`config.mk`:
```
export PLATFORM = sky130hd
export DESIGN_NAME = fsgm_controller
export DESIGN_NICKNAME = d
export VERILOG_FILES = /design/src/rtl/fsgm_pkg.sv /design/src/rtl/fsgm_controller.sv
export VERILOG_INCLUDE_DIRS = /design/src /design/src/rtl
export SDC_FILE = /design/constraint.sdc
export NUM_CORES = 1
export LEC_CHECK = 0
export BUFFER_PORTS_ARGS = -buffer_cell sky130_fd_sc_hd__buf_2
export CAP_MARGIN = 5
export CORE_AREA = 10 10 47 49
export CTS_BUF_LIST = sky130_fd_sc_hd__clkbuf_2 sky130_fd_sc_hd__clkbuf_4 sky130_fd_sc_hd__clkbuf_8
export CTS_CLUSTER_SIZE = 28
export DETAILED_ROUTE_END_ITERATION = 16
export DIE_AREA = 0 0 57 59
export PLACE_DENSITY = 0.58
export SLEW_MARGIN = 40
export SYNTH_ARGS = -nofsm -noshare
export SYNTH_HDL_FRONTEND = slang
export SYNTH_SLANG_ARGS = --single-unit
```
`constraint.sdc`:
```
create_clock -name clock -period 1.29 [get_ports clock]
set_clock_uncertainty 0.2 [all_clocks]
set_input_delay 0.258 -clock clock [delete_from_list [all_inputs] [get_ports clock]]
set_output_delay 0.258 -clock clock [all_outputs]
set_load 0.02 [all_outputs]
```
`src/rtl/flow_shop_group_makespan_top_macros.svh`:
```
// ----------------------------------------------------------------------------
// flow shop group makespan assertion macros
// shared property wrappers clocked on clock and disabled during reset
// ----------------------------------------------------------------------------
`ifndef FLOW_SHOP_GROUP_MAKESPAN_TOP_MACROS_SVH
`define FLOW_SHOP_GROUP_MAKESPAN_TOP_MACROS_SVH

// same-cycle implication
`define FSGM_ASSERT_SAME(label, ante, cons, msg) \
   label: assert property (@(posedge clock) disable iff (reset) (ante) |-> (cons)) \
      else $error(msg);

// next-cycle implication
`define FSGM_ASSERT_NEXT(label, ante, cons, msg) \
   label: assert property (@(posedge clock) disable iff (reset) (ante) |=> (cons)) \
      else $error(msg);

`endif

```
`src/rtl/fsgm_pkg.sv`:
```
// ----------------------------------------------------------------------------
// fsgm_pkg
// types, constants and helpers of the flow shop group makespan block
// ----------------------------------------------------------------------------
`timescale 1ns / 1ps

package fsgm_pkg;

   localparam int MAX_STAGES   = 4;
   localparam int MAX_MACHINES = 4;
   localparam int MAX_FAMILIES = 16;
   localparam int MAX_JOBS     = 64;
   localparam int TIME_WIDTH   = 24;

   localparam int STAGE_W = (MAX_STAGES > 1) ? $clog2(MAX_STAGES) : 1;
   localparam int MACH_W  = (MAX_MACHINES > 1) ? $clog2(MAX_MACHINES) : 1;
   localparam int FAM_W   = $clog2(MAX_FAMILIES);
   localparam int JOB_W   = (MAX_JOBS > 1) ? $clog2(MAX_JOBS) : 1;
   localparam int SLOT_W  = STAGE_W + MACH_W;
   localparam int NUM_SLOTS = 2 ** SLOT_W;

   localparam int SETUP_ADDR_W = STAGE_W + 2 * FAM_W;
   localparam int SETUP_DEPTH  = 2 ** SETUP_ADDR_W;
   localparam int PROC_ADDR_W  = JOB_W + STAGE_W;
   localparam int PROC_DEPTH   = 2 ** PROC_ADDR_W;

   // fixed field widths
   localparam int OP_W       = 3;
   localparam int FAMILY_W   = 4;
   localparam int STAGE_FW   = 2;
   localparam int JOB_FW     = 6;
   localparam int TVAL_W     = 16;
   localparam int OUT_W      = 24;
   localparam int CNT_W      = 3;
   localparam int CSR_IDX_W  = 3;
   localparam int CSR_DATA_W = 3;

   localparam logic [TIME_WIDTH-1:0] TIME_MAX = {TIME_WIDTH{1'b1}};

   // register indexes
   localparam logic [CSR_IDX_W-1:0] REG_STAGE_COUNT = 3'd0;
   localparam int                   REG_MACH_BASE   = 1;

   typedef enum logic [OP_W-1:0] {
      OP_LOAD_SETUP = 3'd0,
      OP_LOAD_PROC  = 3'd1,
      OP_CLEAR      = 3'd2,
      OP_BEGIN_FAM  = 3'd3,
      OP_ADD_JOB    = 3'd4
   } op_type;

   typedef enum logic [3:0] {
      ST_IDLE,
      ST_DISPATCH,
      ST_BEG_RD,
      ST_BEG_CMP,
      ST_BEG_WR,
      ST_JOB_RD,
      ST_JOB_UPD,
      ST_SCAN_START,
      ST_SCAN,
      ST_DONE
   } state_type;

   typedef struct packed {
      logic capture;
      logic table_write;
      logic clear_sched;
      logic beg_compare;
      logic beg_commit;
      logic job_update;
      logic scan_start;
      logic scan_step;
      logic flag_no_family;
      logic load_result;
   } cmd_type;

   typedef struct packed {
      logic [OP_W-1:0] op;
      logic            family_open;
      logic            last_machine;
      logic            last_stage;
      logic            last_scan;
      logic            rsp_free;
   } stat_type;

   function automatic logic [TIME_WIDTH-1:0] sat_add(input logic [TIME_WIDTH-1:0] a,
                                                     input logic [TVAL_W-1:0] b);
      logic [TIME_WIDTH:0] sum;
      sum = {1'b0, a} + (TIME_WIDTH + 1)'(b);
      return sum[TIME_WIDTH] ? TIME_MAX : sum[TIME_WIDTH-1:0];
   endfunction

   function automatic logic [CNT_W-1:0] clamp_count(input logic [CSR_DATA_W-1:0] v,
                                                    input int hi);
      logic [CNT_W-1:0] r;
      if (v == '0) begin
         r = CNT_W'(1);
      end else if (int'(v) > hi) begin
         r = CNT_W'(hi);
      end else begin
         r = CNT_W'(v);
      end
      return r;
   endfunction

endpackage

```
`src/rtl/fsgm_controller.sv`:
```
// ----------------------------------------------------------------------------
// fsgm_controller
// sequencer for table loads, family scans, job chains and makespan scans
// ----------------------------------------------------------------------------
`timescale 1ns / 1ps
`include "flow_shop_group_makespan_top_macros.svh"

module fsgm_controller (
   input  logic                clock,
   input  logic                reset,
   input  logic                req_valid,
   output logic                req_ready,
   input  fsgm_pkg::stat_type  stat,
   output fsgm_pkg::cmd_type   cmd
);

   fsgm_pkg::state_type state_ff, state_in;

   always_ff @(posedge clock) begin
      if (reset) begin
         state_ff <= fsgm_pkg::ST_IDLE;
      end else begin
         state_ff <= state_in;
      end
   end

   always_comb begin
      state_in  = state_ff;
      cmd       = '0;
      req_ready = 1'b0;
      case (state_ff)
         fsgm_pkg::ST_IDLE: begin
            req_ready = 1'b1;
            if (req_valid) begin
               cmd.capture = 1'b1;
               state_in    = fsgm_pkg::ST_DISPATCH;
            end
         end
         fsgm_pkg::ST_DISPATCH: begin
            case (stat.op)
               fsgm_pkg::OP_LOAD_SETUP, fsgm_pkg::OP_LOAD_PROC: begin
                  cmd.table_write = 1'b1;
                  state_in        = fsgm_pkg::ST_SCAN_START;
               end
               fsgm_pkg::OP_CLEAR: begin
                  cmd.clear_sched = 1'b1;
                  state_in        = fsgm_pkg::ST_SCAN_START;
               end
               fsgm_pkg::OP_BEGIN_FAM: begin
                  state_in = fsgm_pkg::ST_BEG_RD;
               end
               fsgm_pkg::OP_ADD_JOB: begin
                  if (stat.family_open) begin
                     state_in = fsgm_pkg::ST_JOB_RD;
                  end else begin
                     cmd.flag_no_family = 1'b1;
                     state_in           = fsgm_pkg::ST_SCAN_START;
                  end
               end
               default: begin
                  state_in = fsgm_pkg::ST_SCAN_START;
               end
            endcase
         end
         fsgm_pkg::ST_BEG_RD: begin
            state_in = fsgm_pkg::ST_BEG_CMP;
         end
         fsgm_pkg::ST_BEG_CMP: begin
            cmd.beg_compare = 1'b1;
            state_in = stat.last_machine ? fsgm_pkg::ST_BEG_WR : fsgm_pkg::ST_BEG_RD;
         end
         fsgm_pkg::ST_BEG_WR: begin
            cmd.beg_commit = 1'b1;
            state_in = stat.last_stage ? fsgm_pkg::ST_SCAN_START : fsgm_pkg::ST_BEG_RD;
         end
         fsgm_pkg::ST_JOB_RD: begin
            state_in = fsgm_pkg::ST_JOB_UPD;
         end
         fsgm_pkg::ST_JOB_UPD: begin
            cmd.job_update = 1'b1;
            state_in = stat.last_stage ? fsgm_pkg::ST_SCAN_START : fsgm_pkg::ST_JOB_RD;
         end
         fsgm_pkg::ST_SCAN_START: begin
            cmd.scan_start = 1'b1;
            state_in       = fsgm_pkg::ST_SCAN;
         end
         fsgm_pkg::ST_SCAN: begin
            cmd.scan_step = 1'b1;
            if (stat.last_scan) begin
               state_in = fsgm_pkg::ST_DONE;
            end
         end
         fsgm_pkg::ST_DONE: begin
            if (stat.rsp_free) begin
               cmd.load_result = 1'b1;
               state_in        = fsgm_pkg::ST_IDLE;
            end
         end
         default: begin
            state_in = fsgm_pkg::ST_IDLE;
         end
      endcase
   end

   `FSGM_ASSERT_NEXT(a_cmp_to_commit, state_ff == fsgm_pkg::ST_BEG_CMP && stat.last_machine, state_ff == fsgm_pkg::ST_BEG_WR, "last machine compare not followed by commit")
   `FSGM_ASSERT_NEXT(a_read_to_update, state_ff == fsgm_pkg::ST_JOB_RD, state_ff == fsgm_pkg::ST_JOB_UPD, "process read not followed by update")
   `FSGM_ASSERT_SAME(a_result_free, cmd.load_result, stat.rsp_free, "result register overwritten")

endmodule

```
---- Word level (Yosys, flattened, before mapping) ----
Cells that the tools add are included.
word-level totals
  flip-flop bits (word level) ............. 4
  bits of input ports ..................... 11
  word-level logic and storage cells ...... 46
  output and inout port bits .............. 11
cells by class
  reduce and logical (&&, ||, !) cells .... 4
  muxes and demuxes ....................... 25
  equal/unequal tests ..................... 16
operators with widths
  cell                  number
  $pmux W4 S10          1
  $eq A4 B3 Y1 const B  4
  $mux W1               15
  $mux W4               3
  $eq A4 B2 Y1 const B  2
  $eq A4 B4 Y1 const B  2
  $pmux W4 S2           1
  $eq A3 B2 Y1 const B  2
  $mux W2               3
  $mux W3               2
  $ne A2 B2 Y1 const B  3
  $eq A4 B1 Y1 const B  1
  $logic_not A4 Y1      1
  $eq A3 B1 Y1 const B  1
  $eq A3 B3 Y1 const B  1
  $logic_not A3 Y1      1
  $reduce_and A3 Y1     1
  $reduce_or A2 Y1      1

---- Longest topological paths before layout ----
  word-level depth ........................ 4
  depth in mapped cells ................... 5

---- Least setup slack after synthesis ----
OpenSTA, ideal clock, no wires.
  path kind ............................... reg-to-output
  from .................................... register state_ff[2]
  to ...................................... output cmd[7] (netlist name)
  cell stages (with the launch flop) ...... 5
  path buffers ............................ 1
  path slack .............................. -0.571 ns
  arrival time ............................ 1.403 ns
  cells stage by stage .................... dfxtp_1 buf_6 nor2_2 nand2_1 nor4b_1
RTL lines
  what                    line                   source
  start, declared         fsgm_controller.sv:17  fsgm_pkg::state_type state_ff, state_in;
  start signal, assigned  fsgm_controller.sv:21  state_ff <= fsgm_pkg::ST_IDLE;
  start signal, assigned  fsgm_controller.sv:23  state_ff <= state_in;
  end, declared           fsgm_controller.sv:14  output fsgm_pkg::cmd_type cmd

==> flow_summary.yaml <==
outcome:
  status: "finished with violations"
  violations: "setup timing"
synth:
  synth-xor-area-share_pct: 0
  ys.flop_type: "dfxtp_1"
  synth-edff-count: 0
  ys_ff_latch: 4
  synth_top_area_cell: "dfxtp_1"
  synthAdderAreaFrac_pct: 0
  syn_nets: 67
  synth.area.mux_share_pct: 0
  ys_types: 31
  synth-seq-area-share_pct: 19.8
  synth.top_cell.area_share_pct: 19.8
  synth-simple-area-share_pct: 43.8
  synth.area.top_cells: "dfxtp_1, a21oi_1, nor3_1"
  ys_async_sr_fraction_pct: 0
  yosys_warnings: 0
  synth_top_family_by_area: "simple AND/OR/NAND/NOR gates"
  syn_inst: 56
  avgSynthCellArea_sq_um: 7.24
  syn-cell-area_sq_um: 405
  synth_compound_area_share_pct: 25.9
floorplanning:
  design.core.area_sq_um: 1400
  dieArea_sq_um: 3360
  start_util_pct: 28.9
  ios: 22
  std_cell_rows: 14
  die_w_um: 57
  dieHeight_um: 59
timing:
  hold_ws_ns: 0.0713
  finalHoldViolations: 0
  worst_slack_ns: -0.417
  relSlewSlack_pct: 84.1
  fin_crit_sh_pct: 132
  worst_pin_slew_ns: 0.238
  totalNegativeSetupSlack_ns: -3.94
  finalSetupViolCount: 14
  rsz0062_at_grt: "true"
  drv_slew: 0
  clock.fmax_mhz: 586
  layout_min_cycle_time_ns: 1.71
route:
  drt_iter0_drc: 13
  drc: 0
  wirelength_um: 1590
  antenna_left: 0
  drt-wirelength-per-cell_um: 14.4
  routed_via_density: 5.12
  vias: 563
  first_pass_iters: 4
critical_path:
  worstSetupPathType: "flop to output pin"
  critPathRequiredTime_ns: 0.83
  path_max_fanout: 4
  reg2regPathDepth: 4
  worst_setup_path_start_kind: "flop"
  arrival_ns: 1.25
  crit_path_end_kind: "output pin"
  rrSetupSlack_ns: -0.12
clocking:
  cts_tree: "yes"
  cts-hold-fix-buffers: 0
  clock_latency_ns: 0.23
  cts_htree_levels: 1
  cts_root_buf: "clkbuf_4"
  path_clk_slew_ns: 0.04
  clock_path_buffers: 2
  cts_buffers: 3
  clock-sinks: 4
grt:
  globalRouteTotalUtil_pct: 9.19
  grt_start_max_net_pins: 9
  antenna_found_initial: 0
  grt_pass1_wl_um: 2580
  grt_pass1_vias: 593
  overflow: 0
job:
  maxCapViolations: 0
power_and_ir_drop:
  power_frac_comb_pct: 78.0
  power_density_nw_per_um2: 2120
  power_frac_seq_pct: 14.2
  irDropWorstVdd_mv: 1.41
  switchingPower_uw: 901
  power.leakage_uw: 0.000392
  p_int_uw: 1040
  power_uw: 1940
  clkPwrFrac_pct: 7.8
  swShare_pct: 46.4
layout:
  drive_gt1_share_pct: 79.8
  largest_reg_flops: 4
  fillers: 125
  seqCellArea_sq_um: 90.1
  layout.nets: 107
  final_cell_mix: "buf_4, buf_6, buf_2"
  multi_input_area_sq_um: 457
  num_antenna_cells: 0
  area_delta_synth_final_pct: 127
  final_common_cell: "buf_4"
  reg_top3: "state_ff: 4 flops"
  largest-register: "state_ff"
placed_design:
  io_buffers: 21
  globalplace.congestion: 0.777
  dp_worst_setup_slack_ns: -0.231
  dp_hpwl_um: 1130
worst_hold_path:
  hold_class: "primary input to flop"
  hold-path-cell-count: 2
cell usage after synthesis, drive strengths merged, types with 2 or more instances:
cell and number:
inv 3, o221ai 2, a21oi 7, buf 4, nor2 4, nand2b 2, nor3 6, nand2 5
nor4 2, nand3b 2, nor2b 2, dfxtp 4
critical path, stage by stage, from the launching register on:
cell     delay, ns
dfxtp_2       0.31
and2b_2       0.23
nand2_4       0.08
nor4b_4       0.21
buf_4         0.18
power groups by stage:
stage	Combinational [uW]	Clock, uW	Sequential (uW)
after global routing	1610	173	285
after detailed placement	1140	0	238
after global placement	1130	0	238
final	1520	151	276
after floorplan	814	0	224
after CTS	1380	162	272
cells by family after synthesis:
logic type,Yosys count
simple gates,30
compound gates,15
flops,4
buf+inv,7
metal layers:
layer | vias to the layer above | track usage, % | wire [um]
met5 | - | 0 | 0
met3 | 0 | 2.15 | 54
met1 | 274 | 10.1 | 653
li1 | 282 | - | -
met2 | 7 | 16.0 | 876
met4 | 0 | 5.03 | 0
through the flow:
step / area [sq um] / std cells / util (%)
3_5_place_dp: 708 / 106 / 50.5
5_1_grt: 918 / 110 / 65.5
6_report: 918 / 110 / 65.5
2_1_floorplan: 490 / 56 / -
4_1_cts: 883 / 110 / 63.0
3_3_place_gp: 708 / 106 / 50.5
area by class of cell:
type	count	share of cell area (%)
Tap cell	16	2.18
Sequential cell	4	9.81
Multi-Input combinational cell	45	49.7
Clock buffer	3	2.45
Inverter	3	1.23
Timing Repair Buffer	39	34.6
what timing repair did:
item                                    CTS  global route
setup buffers                             2             0
pin swaps                                 7             7
endpoints found under the setup margin   14            15
resized for setup                        41             9
gates cloned                              0             0
final timing paths:
check / from / end
max reg2reg: state_ff[2] / state_ff[2]
max: state_ff[1] / cmd[7]
min: reset / state_ff[2]
min reg2reg: state_ff[3] / state_ff[1]
Power figures use the tool's default switching activity.
